File: config.mk
export PLATFORM = sky130hd
export DESIGN_NAME = sha256_byte_stream_hasher_top
export DESIGN_NICKNAME = d
export VERILOG_FILES = /design/src/hw/rtl/sbh_pkg.sv /design/src/hw/rtl/sha256_byte_stream_hasher_top.sv
export VERILOG_INCLUDE_DIRS = /design/src /design/src/hw/rtl
export SDC_FILE = /design/constraint.sdc
export NUM_CORES = 2
export LEC_CHECK = 0
export ABC_AREA = 1
export ABC_CLOCK_PERIOD_IN_PS = 31400
export BUFFER_PORTS_ARGS = -buffer_cell sky130_fd_sc_hd__buf_2
export CORE_AREA = 5 5 365 725
export CTS_CLUSTER_SIZE = 30
export DETAILED_ROUTE_END_ITERATION = 8
export DIE_AREA = 0 0 370 730
export PLACE_DENSITY = 0.49
export SYNTH_ARGS = -nofsm -noshare
export SYNTH_HDL_FRONTEND = slang
export SYNTH_SLANG_ARGS = --single-unit
File: constraint.sdc
create_clock -name aclk -period 31.4 [get_ports aclk]
set_input_delay 1.57 -clock aclk [delete_from_list [all_inputs] [get_ports aclk]]
set_output_delay 1.57 -clock aclk [all_outputs]
set_load 0.01 [all_outputs]
File: src/hw/rtl/sha256_byte_stream_hasher_top_assert.svh
// Assertion macros shared by the SHA-256 byte stream hasher RTL.
`ifndef SHA256_BYTE_STREAM_HASHER_TOP_ASSERT_SVH
`define SHA256_BYTE_STREAM_HASHER_TOP_ASSERT_SVH
`ifndef ASSERT_OFF
// Checks a condition at every clock edge outside reset.
`define SBH_ASSERT(lbl, clk, rstn, cond, msg) \
    lbl: assert property (@(posedge clk) disable iff (!rstn) (cond)) else $error(msg);
// Checks that a trigger is followed by a condition in the next cycle.
`define SBH_ASSERT_NEXT(lbl, clk, rstn, trig, cond, msg) \
    lbl: assert property (@(posedge clk) disable iff (!rstn) (trig) |=> (cond)) else $error(msg);
`else
`define SBH_ASSERT(lbl, clk, rstn, cond, msg)
`define SBH_ASSERT_NEXT(lbl, clk, rstn, trig, cond, msg)
`endif
`endif

File: src/hw/rtl/sbh_pkg.sv
// Package with the SHA-256 constants, round functions and sequencer types.
package sbh_pkg;

    localparam logic [31:0] ROUND_K [0:63] = '{
        32'h428a2f98, 32'h71374491, 32'hb5c0fbcf, 32'he9b5dba5,
        32'h3956c25b, 32'h59f111f1, 32'h923f82a4, 32'hab1c5ed5,
        32'hd807aa98, 32'h12835b01, 32'h243185be, 32'h550c7dc3,
        32'h72be5d74, 32'h80deb1fe, 32'h9bdc06a7, 32'hc19bf174,
        32'he49b69c1, 32'hefbe4786, 32'h0fc19dc6, 32'h240ca1cc,
        32'h2de92c6f, 32'h4a7484aa, 32'h5cb0a9dc, 32'h76f988da,
        32'h983e5152, 32'ha831c66d, 32'hb00327c8, 32'hbf597fc7,
        32'hc6e00bf3, 32'hd5a79147, 32'h06ca6351, 32'h14292967,
        32'h27b70a85, 32'h2e1b2138, 32'h4d2c6dfc, 32'h53380d13,
        32'h650a7354, 32'h766a0abb, 32'h81c2c92e, 32'h92722c85,
        32'ha2bfe8a1, 32'ha81a664b, 32'hc24b8b70, 32'hc76c51a3,
        32'hd192e819, 32'hd6990624, 32'hf40e3585, 32'h106aa070,
        32'h19a4c116, 32'h1e376c08, 32'h2748774c, 32'h34b0bcb5,
        32'h391c0cb3, 32'h4ed8aa4a, 32'h5b9cca4f, 32'h682e6ff3,
        32'h748f82ee, 32'h78a5636f, 32'h84c87814, 32'h8cc70208,
        32'h90befffa, 32'ha4506ceb, 32'hbef9a3f7, 32'hc67178f2
    };

    localparam logic [31:0] INIT_HASH [0:7] = '{
        32'h6a09e667, 32'hbb67ae85, 32'h3c6ef372, 32'ha54ff53a,
        32'h510e527f, 32'h9b05688c, 32'h1f83d9ab, 32'h5be0cd19
    };

    localparam logic [7:0]  PAD_MARK     = 8'h80;
    localparam logic [4:0]  LEN_WORD_POS = 5'd14;
    localparam logic [4:0]  BLOCK_WORDS  = 5'd16;
    localparam logic [5:0]  LAST_ROUND   = 6'd63;
    localparam logic [5:0]  LAST_FILL    = 6'd63;
    localparam logic [2:0]  LAST_INDEX   = 3'd7;

    typedef enum logic [3:0] {
        ST_IDLE,
        ST_LOAD,
        ST_ROUND,
        ST_HADD,
        ST_PAD_FIRST,
        ST_PAD_FILL,
        ST_PAD_LEN,
        ST_OUT
    } sbh_state_t;

    // Where the sequencer goes once a compression has been added in.
    typedef enum logic [1:0] {
        RET_IDLE,
        RET_PAD,
        RET_FILL,
        RET_DIGEST
    } sbh_ret_t;

    function automatic logic [31:0] bsig0(input logic [31:0] x);
        bsig0 = {x[1:0], x[31:2]} ^ {x[12:0], x[31:13]} ^ {x[21:0], x[31:22]};
    endfunction

    function automatic logic [31:0] bsig1(input logic [31:0] x);
        bsig1 = {x[5:0], x[31:6]} ^ {x[10:0], x[31:11]} ^ {x[24:0], x[31:25]};
    endfunction

    function automatic logic [31:0] ssig0(input logic [31:0] x);
        ssig0 = {x[6:0], x[31:7]} ^ {x[17:0], x[31:18]} ^ {3'b000, x[31:3]};
    endfunction

    function automatic logic [31:0] ssig1(input logic [31:0] x);
        ssig1 = {x[16:0], x[31:17]} ^ {x[18:0], x[31:19]} ^ {10'd0, x[31:10]};
    endfunction

    function automatic logic [31:0] choose(input logic [31:0] e, input logic [31:0] f,
                                           input logic [31:0] g);
        choose = (e & f) ^ (~e & g);
    endfunction

    function automatic logic [31:0] majority(input logic [31:0] a, input logic [31:0] b,
                                             input logic [31:0] c);
        majority = (a & b) ^ (a & c) ^ (b & c);
    endfunction

endpackage

File: src/hw/rtl/sha256_byte_stream_hasher_top.sv
// Top level of the SHA-256 byte stream hasher: byte packing, padding and round unit.
//
// This block hashes one message at a time with SHA-256. Message bytes come in as
// items on the slave stream, one byte per item, and are packed big-endian into a
// 16-word message window. While a block fills, one item is taken every cycle; the
// 64th byte of a block starts the compression, and the block then holds s_tready low
// while it loads the working variables, runs the rounds through the single round
// unit and adds the result into the hash state. An item with tlast set ends the
// message after its byte (an item with the byte flag clear carries no byte). Padding
// then shifts one word per cycle into the window outside a compression (the 0x80
// marker word, zero words and the two words of the 64-bit bit length), using a
// second compression when more than 55 bytes are pending in the last block; the end
// of a message takes one or two compressions. The eight digest words then leave on
// the master stream, word 0 first, with tlast on word 7; no input is taken until the
// last word has been accepted, and the hash state, byte count and fill return to
// their start values for the next message. The round unit is the only place where
// the work is done.
module sha256_byte_stream_hasher_top
    import sbh_pkg::*;
(
    input  logic        aclk,
    input  logic        aresetn,
    input  logic        s_tvalid,
    output logic        s_tready,
    input  logic [7:0]  s_tdata,   // [7:0] data_byte
    input  logic [0:0]  s_tuser,   // [0] byte_present
    input  logic        s_tlast,   // end_of_message
    output logic        m_tvalid,
    input  logic        m_tready,
    output logic [31:0] m_tdata,   // [31:0] digest_word
    output logic [2:0]  m_tuser,   // [2:0] word_index
    output logic        m_tlast    // last_word
);

`include "sha256_byte_stream_hasher_top_assert.svh"

    sbh_state_t  state_reg, state_next;
    sbh_ret_t    ret_reg;

    logic [31:0] hash_reg [8];
    logic [31:0] v_reg    [8];
    // Message window as a shift line: word 0 of the block sits in win_reg[0].
    logic [31:0] win_reg  [16];
    logic [23:0] acc_reg;
    logic [5:0]  fill_reg;
    logic [60:0] count_reg;
    logic [5:0]  round_reg;
    logic [4:0]  wcnt_reg;
    logic [2:0]  out_idx_reg;

    logic        in_accept;
    logic        out_accept;
    logic        win_shift;
    logic [31:0] win_in;
    logic [31:0] pad_word;
    logic [31:0] sched_word;
    logic [31:0] t1;
    logic [31:0] t2;

    assign in_accept  = s_tvalid && s_tready;
    assign out_accept = m_tvalid && m_tready;

    // Pending bytes followed by the marker byte, left aligned in the word.
    assign pad_word = {acc_reg, PAD_MARK} << {2'd3 - fill_reg[1:0], 3'b000};

    // Round unit: schedule extension and the compression round run in the same cycle.
    assign sched_word = ssig1(win_reg[14]) + win_reg[9] + ssig0(win_reg[1]) + win_reg[0];
    assign t1 = v_reg[7] + bsig1(v_reg[4]) + choose(v_reg[4], v_reg[5], v_reg[6])
              + ROUND_K[round_reg] + win_reg[0];
    assign t2 = bsig0(v_reg[0]) + majority(v_reg[0], v_reg[1], v_reg[2]);

    // Next state.
    always_comb begin
        state_next = state_reg;
        case (state_reg)
            ST_IDLE: begin
                if (in_accept) begin
                    if (s_tuser[0] && fill_reg == LAST_FILL) begin
                        state_next = ST_LOAD;
                    end else if (s_tlast) begin
                        state_next = ST_PAD_FIRST;
                    end
                end
            end
            ST_LOAD:      state_next = ST_ROUND;
            ST_ROUND: begin
                if (round_reg == LAST_ROUND) begin
                    state_next = ST_HADD;
                end
            end
            ST_HADD: begin
                case (ret_reg)
                    RET_IDLE:   state_next = ST_IDLE;
                    RET_PAD:    state_next = ST_PAD_FIRST;
                    RET_FILL:   state_next = ST_PAD_FILL;
                    RET_DIGEST: state_next = ST_OUT;
                    default:    state_next = ST_IDLE;
                endcase
            end
            ST_PAD_FIRST: state_next = ST_PAD_FILL;
            ST_PAD_FILL: begin
                if (wcnt_reg == LEN_WORD_POS) begin
                    state_next = ST_PAD_LEN;
                end else if (wcnt_reg == BLOCK_WORDS) begin
                    state_next = ST_LOAD;
                end
            end
            ST_PAD_LEN:   state_next = ST_LOAD;
            ST_OUT: begin
                if (out_accept && out_idx_reg == LAST_INDEX) begin
                    state_next = ST_IDLE;
                end
            end
            default:      state_next = ST_IDLE;
        endcase
    end

    // Handshake outputs and the word shifted into the window.
    always_comb begin
        s_tready  = (state_reg == ST_IDLE);
        m_tvalid  = (state_reg == ST_OUT);
        m_tdata   = hash_reg[out_idx_reg];
        m_tuser   = out_idx_reg;
        m_tlast   = (out_idx_reg == LAST_INDEX);
        win_shift = 1'b0;
        win_in    = 32'd0;
        case (state_reg)
            ST_IDLE: begin
                win_shift = in_accept && s_tuser[0] && (fill_reg[1:0] == 2'd3);
                win_in    = {acc_reg, s_tdata};
            end
            ST_ROUND: begin
                win_shift = 1'b1;
                win_in    = sched_word;
            end
            ST_PAD_FIRST: begin
                win_shift = 1'b1;
                win_in    = pad_word;
            end
            ST_PAD_FILL: begin
                win_shift = (wcnt_reg != BLOCK_WORDS);
                win_in    = (wcnt_reg == LEN_WORD_POS) ? count_reg[60:29] : 32'd0;
            end
            ST_PAD_LEN: begin
                win_shift = 1'b1;
                win_in    = {count_reg[28:0], 3'b000};
            end
            default: begin
                win_shift = 1'b0;
            end
        endcase
    end

    always_ff @(posedge aclk) begin
        if (!aresetn) begin
            state_reg <= ST_IDLE;
        end else begin
            state_reg <= state_next;
        end
    end

    always_ff @(posedge aclk) begin
        if (win_shift) begin
            for (int i = 0; i < 15; i++) begin
                win_reg[i] <= win_reg[i + 1];
            end
            win_reg[15] <= win_in;
        end
    end

    // Working variables and the digest state.
    always_ff @(posedge aclk) begin
        if (!aresetn) begin
            for (int i = 0; i < 8; i++) begin
                hash_reg[i] <= INIT_HASH[i];
            end
        end else begin
            case (state_reg)
                ST_LOAD: begin
                    for (int i = 0; i < 8; i++) begin
                        v_reg[i] <= hash_reg[i];
                    end
                end
                ST_ROUND: begin
                    v_reg[7] <= v_reg[6];
                    v_reg[6] <= v_reg[5];
                    v_reg[5] <= v_reg[4];
                    v_reg[4] <= v_reg[3] + t1;
                    v_reg[3] <= v_reg[2];
                    v_reg[2] <= v_reg[1];
                    v_reg[1] <= v_reg[0];
                    v_reg[0] <= t1 + t2;
                end
                ST_HADD: begin
                    for (int i = 0; i < 8; i++) begin
                        hash_reg[i] <= hash_reg[i] + v_reg[i];
                    end
                end
                ST_OUT: begin
                    if (out_accept && out_idx_reg == LAST_INDEX) begin
                        for (int i = 0; i < 8; i++) begin
                            hash_reg[i] <= INIT_HASH[i];
                        end
                    end
                end
                default: begin
                end
            endcase
        end
    end

    // Byte packing, counters and the sequencer's return target.
    always_ff @(posedge aclk) begin
        if (!aresetn) begin
            ret_reg     <= RET_IDLE;
            fill_reg    <= 6'd0;
            count_reg   <= 61'd0;
            round_reg   <= 6'd0;
            wcnt_reg    <= 5'd0;
            out_idx_reg <= 3'd0;
        end else begin
            case (state_reg)
                ST_IDLE: begin
                    if (in_accept && s_tuser[0]) begin
                        acc_reg   <= {acc_reg[15:0], s_tdata};
                        fill_reg  <= fill_reg + 6'd1;
                        count_reg <= count_reg + 61'd1;
                        ret_reg   <= s_tlast ? RET_PAD : RET_IDLE;
                    end
                end
                ST_LOAD: begin
                    round_reg <= 6'd0;
                end
                ST_ROUND: begin
                    round_reg <= round_reg + 6'd1;
                end
                ST_PAD_FIRST: begin
                    wcnt_reg <= {1'b0, fill_reg[5:2]} + 5'd1;
                end
                ST_PAD_FILL: begin
                    if (wcnt_reg == BLOCK_WORDS) begin
                        wcnt_reg <= 5'd0;
                        ret_reg  <= RET_FILL;
                    end else begin
                        wcnt_reg <= wcnt_reg + 5'd1;
                    end
                end
                ST_PAD_LEN: begin
                    ret_reg <= RET_DIGEST;
                end
                ST_OUT: begin
                    if (out_accept) begin
                        out_idx_reg <= out_idx_reg + 3'd1;
                        if (out_idx_reg == LAST_INDEX) begin
                            fill_reg  <= 6'd0;
                            count_reg <= 61'd0;
                            wcnt_reg  <= 5'd0;
                            ret_reg   <= RET_IDLE;
                        end
                    end
                end
                default: begin
                end
            endcase
        end
    end

    `SBH_ASSERT(a_one_side_open, aclk, aresetn, !(s_tready && m_tvalid),
                "both stream sides open")
    `SBH_ASSERT(a_round_idle, aclk, aresetn,
                (state_reg == ST_ROUND) || (round_reg == 6'd0),
                "round counter left running")
    `SBH_ASSERT(a_wcnt_range, aclk, aresetn, wcnt_reg <= BLOCK_WORDS,
                "padding word count beyond a block")
    `SBH_ASSERT_NEXT(a_restart, aclk, aresetn, out_accept && m_tlast,
                     s_tready && (count_reg == 61'd0) && (fill_reg == 6'd0),
                     "no fresh start after digest")
    `SBH_ASSERT_NEXT(a_block_full, aclk, aresetn,
                     in_accept && s_tuser[0] && (fill_reg == LAST_FILL),
                     !s_tready && (fill_reg == 6'd0),
                     "full block not compressed")

endmodule

# ---- After elaboration in Yosys (flattened, before gate mapping)
# Memories as Yosys holds them, arrays and structs flattened. A register that Yosys moved wholly into a read port is not among the register bits.
# Cells that the tools add are included.
dict set report classes {
  mux 75
  bitwise 42
  reduce_logical 19
  eq_ne 26
  add_sub_neg 25
  n_shift 1
  magnitude_cmp 1
}
# operator count
set ops {}
lappend ops {{32-bit two-way mux} 27}
lappend ops {{32-bit adder} 18}
lappend ops {{32-bit XOR} 9}
lappend ops {{61-bit two-way mux} 3}
lappend ops {{32-bit bitwise AND} 5}
lappend ops {{32-bit case mux with 5 select lines} 1}
lappend ops {{61-bit case mux with 2 select lines} 1}
lappend ops {{61-bit by 1-bit adder with 61-bit output (second input constant)} 1}
lappend ops {{32-bit NOT} 1}
lappend ops {{4-bit case mux with 8 select lines} 1}
lappend ops {{32-bit by 5-bit << shifter with 32-bit output} 1}
lappend ops {{32-bit by 22-bit XOR with 32-bit output} 1}
lappend ops {{32-bit by 29-bit XOR with 32-bit output} 1}
lappend ops {{4-bit two-way mux} 7}
lappend ops {{1-bit OR} 24}
lappend ops {{6-bit case mux with 2 select lines} 2}
lappend ops {{6-bit two-way mux} 3}
lappend ops {{1-bit two-way mux} 17}
lappend ops {{4-bit by 3-bit == test with 1-bit output (second input constant)} 4}
lappend ops {{4-bit case mux with 4 select lines} 1}
lappend ops {{5-bit two-way mux} 3}
lappend ops {{5-bit case mux with 3 select lines} 1}
lappend ops {{6-bit by 1-bit adder with 6-bit output (second input constant)} 2}
lappend ops {{6-bit == test (second input constant)} 2}
lappend ops {{33 further kinds} 53}
dict set report totals {
  rom_bits 2048
  word_cells 201
  mem_count 4
  output_inout_bits 38
  mem_bits_rw 1024
  register_bits 111
  input_bits 14
}
# memory words width read_ports rd_ports_with_merged_regs write_ports line
set memory_table {}
lappend memory_table {{(no name shown)} 64 32 1 0 0 sha256_byte_stream_hasher_top.sv:69} ;# + ROUND_K[round_reg] + win_reg[0];
lappend memory_table {win_reg 16 32 16 0 16 sha256_byte_stream_hasher_top.sv:43} ;# logic [31:0] win_reg [16];
lappend memory_table {hash_reg 8 32 9 1 8 sha256_byte_stream_hasher_top.sv:40} ;# logic [31:0] hash_reg [8];
lappend memory_table {v_reg 8 32 8 0 8 sha256_byte_stream_hasher_top.sv:41} ;# logic [31:0] v_reg [8];

# ---- Logic depth before layout (Yosys ltp)
dict set report logic_depth {
  depth_word 8
  ltp_mapped 49
  depth_no_buf 48
}

# ---- Worst setup path after synthesis
# Ideal clock, no wire load.
dict set report synth_path {
  kind {input to register}
  start {input s_tuser}
  end {memory win_reg[0][0], enable pin}
  n_path_buf 0
  required_time_ns 29.883
  slack_ns 4.244
  path_stages 4
  t_arrival_ns 25.639
  setup_ns 1.517
  path_cell_list {inv_1 nor3_1 inv_1 o211ai_1}
}
# element line
set synth_lines {}
lappend synth_lines {{start, declared} sha256_byte_stream_hasher_top.sv:26} ;# input logic [0:0] s_tuser,
lappend synth_lines {{end, declared} sha256_byte_stream_hasher_top.sv:43}

==> flow_results.org <==
** Hold path
- Worst hold-check path type :: register to register

** STA
- The count of pins over their slew limit was 2.
- Setup violations remaining at the end of the flow were counted as 0.
- On the final layout, the worst clock skew is 119 ps.
- Final Hold Violating Endpoints :: 0
- Rel. slew slack :: -2.29%
- Dividing the final minimum period by the clock period gives 34.4%.
- Achievable frequency :: around 0.093 GHz
- For the pin with the worst max-slew slack, the measured transition is 1530 ps.
- In the final timing run, aggregate negative setup slack is 0 ps.
- Setup repair after global routing missed its margin :: no
- Crit path time final :: 10800 ps

** Placement
- Final Wtd Congestion :: 1.07
- Count of input and output buffers :: 51
- HPWL after detailed placement :: 370 mm

** Routing
- The detailed router finished its first iteration with between 5000 and 6000 violations.
- DRC violations left :: 0
- Using the TritonRoute via totals, the vias-per-cell ratio works out to 5.42.
- In the final routed layout, each cell accounts on average for 34.8 um.
- The final route contains 70600 vias.
- DRT antenna net count :: 0
- Detailed-route wire length :: 454 mm
- The pre-antenna-repair detailed-routing pass consisted of 8 iterations.

** Worst setup path
- Worst setup path category :: register to register
- The largest single stage delay on the critical path is 1110 ps.
- Sort of element at the start of the critical path :: register
- At the worst endpoint, the required time is approximately 32000 ps.
- Slowest library cell on the worst path :: a31oi_1
- At the worst endpoint, the arrival time is around 11000 ps.
- Counting stages on the worst path, the most repeated cell is inv_1.
- Of all nets on the critical path, the largest fanout is 13.
- Crit path capture type :: register

** Logic synthesis
- Synthesis produced a netlist with a net count of 10000.
- Post-synth top flop :: edfxtp_1
- Netlist area before placement :: 77000 um2
- Synthesis produced a netlist whose cell count is 9428.
- Sorting the synthesized cells by area gives the leading types as edfxtp_1 36%, nand2_1 10%, ha_1 6.5%, inv_1 6.0%, dfxtp_1 5.6%.
- Synth unique cells :: 62
- In the synthesized netlist the async set-or-reset flop fraction comes to 0%.
- The average instance in the mapped netlist occupies 8.17 um2.
- Summing the sequential cell areas from Yosys gives around two fifths of the chip area.
- The synthesized design spends more area on one cell type than any other, namely edfxtp_1.
- Post-synthesis sequential element count :: 1137
- In this run the biggest area consumer among cell types represents 35.9% of the synthesized area.
- Number of flops mapped to enable cells by yosys :: 920
- Warnings, synthesis :: 0

** Clock network
- Number of buffers inserted during clock tree synthesis :: roughly 120
- CTS Sinks :: 1137
- Clock root cell :: clkbuf_16
- After clock tree synthesis, the flow added hold-fix buffers numbering 0.
- Largest buffer count on any clock path :: 3
- Resized cells post-CTS :: 0
- Clock latency on the worst-skew pair :: 870 ps
- TritonCTS built the clock tree.
- Maximum level of the CTS H-tree :: 3
- Clock-pin slew on the worst setup and hold paths :: ~70 ps
- Post-CTS setup buffers :: 0

** GRT
- Entering global routing, the biggest net connects 130 pins.
- Via count of the first global-routing pass :: roughly 71000
- The initial antenna violation count was 30.
- The first global-routing pass estimated 603 mm of wire.
- Global routing consumed, over all layers together, roughly 33% of the routing resources.
- Remaining global-route overflow :: 0

** Flow run
- Max-cap violations in this run came to 1.

** Floorplanning
- Row generation in the floorplan step produced 264 rows.
- Die Span Y :: about 730 um
- Overall die width :: 370 um
- Starting density of the core :: 29.8%
- Top Ports :: 52
- Core Box Area :: 258000 um2
- The floorplan step defined a die boundary enclosing 270000 um2.

** Final layout
- In the final layout, the share of cells above drive strength 1 is 5.04%.
- Final standard cell utilization of the core :: 33.2%
- Number of filler instances in the final layout :: approximately 28000
- Max reg flops :: around 510
- From synthesis to final layout, the design area changed by 11.4%.
- For this run, the post-layout net count is 10100.

** Status
- Failing checks :: max-capacitance violations, max-slew violations
- The run finished, with violations left.
[final cells by class]
cell class	instances	area [um2]	area share, %
clock inverters	72	891	1.04
inverters	1237	4660	5.43
flip-flops and latches	1137	32000	37.3
multi-input cells	6774	39300	45.8
diodes	26	65.1	0.0758
clock buffers	149	3250	3.79
repair buffers	186	1300	1.52
well taps	3458	4330	5.04
[cell usage after synthesis (7+ instances only)]
| library cell | number |
|---|---|
| ha_1 | 401 |
| o31ai_1 | 9 |
| o21a_1 | 49 |
| buf_1 | 16 |
| a211oi_1 | 19 |
| nand3_1 | 503 |
| xnor2_1 | 150 |
| inv_1 | 1226 |
| nor2_4 | 7 |
| nor3_1 | 112 |
| o21ai_0 | 817 |
| o211ai_1 | 61 |
| or2_2 | 43 |
| inv_2 | 8 |
| o221ai_1 | 15 |
| a31oi_1 | 67 |
| clkbuf_1 | 190 |
| nand4_1 | 121 |
| a21boi_0 | 25 |
| edfxtp_1 | 920 |
| o21bai_1 | 69 |
| xor2_1 | 202 |
| a221oi_1 | 24 |
| nand2_1 | 2088 |
| a21o_1 | 64 |
| o22ai_1 | 35 |
| dfxtp_1 | 217 |
| a31o_2 | 12 |
| a21oi_1 | 808 |
| nor4_1 | 21 |
| buf_2 | 69 |
| o21ai_1 | 7 |
| a32o_1 | 7 |
| nand3b_1 | 16 |
| nor2_1 | 756 |
| fa_1 | 195 |
| and3_1 | 14 |
[path summary, 6_finish.rpt]
path | slack [ps] | to | cells after the start | from
worst max-delay path | 20600 | v_reg[0][31] | 34 | round_reg[1]
worst min-delay path | 390 | win_reg[1][98] | 0 | win_reg[1][130]
worst max register to register | 20600 | v_reg[0][31] | 34 | round_reg[1]
worst min register to register | 390 | win_reg[1][98] | 0 | win_reg[1][130]
[placed cells by master, fill, tap and decap left out, types with 51 or more instances in the layout]
| cell type | Yosys | layout |
|---|---|---|
| o21bai_1 | 69 | 69 |
| a31oi_1 | 67 | 66 |
| a21o_1 | 64 | 64 |
| nand2_1 | 2088 | 2087 |
| nor2_1 | 756 | 752 |
| o21ai_0 | 817 | 806 |
| ha_1 | 401 | 401 |
| inv_1 | 1226 | 1222 |
| fa_1 | 195 | 195 |
| a21oi_1 | 808 | 808 |
| dfxtp_1 | 217 | 213 |
| buf_4 | 3 | 132 |
| o211ai_1 | 61 | 61 |
| nand3_1 | 503 | 503 |
| buf_2 | 69 | 51 |
| nand4_1 | 121 | 121 |
| xor2_1 | 202 | 202 |
| clkbuf_16 | 0 | 122 |
| xnor2_1 | 150 | 150 |
| nor3_1 | 112 | 111 |
| edfxtp_1 | 920 | 920 |
[cells by family after synthesis]
family / share of synthesized area [%]
simple gates: 19.9
compound gates: 15.3
buf+inv: 7.54
flops: 41.5
fa+ha+maj: 11.6
xor+xnor: 4.00
mux: 0.0520
[stage by stage]
step | std cells | area (um2) | setup slack, ps | hold slack, ps
6_report | 13000 | 85800 | 20600 | 391
5_1_grt | 13000 | 85700 | 20470 | 400
3_5_place_dp | 12800 | 81600 | 21120 | 405
2_1_floorplan | 9428 | 77000 | 4240 | 400
3_3_place_gp | 12800 | 81600 | 20940 | 401
4_1_cts | 13000 | 85700 | 21140 | 389
[per-layer routing]
metal  track usage [%]  vias to the layer above  share of wire, %
li1                  -                    31900                 -
met1              25.4                    34200                27
met2              61.8                     2957                53
met3              4.93                     1555               4.2
met4              41.2                       12                16
met5                 0                        -             0.015
[worst max-delay path: cells and delay by family, from the launching register on]
family	cells	cell delay, ps
adders and majority gates	7	3150
xor gates and xnor gates	1	530
buffers and inverters	7	950
and+or+nand+nor	11	1770
AOI/OAI and AO/OA	8	3370
DFF	1	830
Power is left out: the tool's default activity adds up to more than one toggle a clock period on the data nets, which glitch-free logic cannot reach.
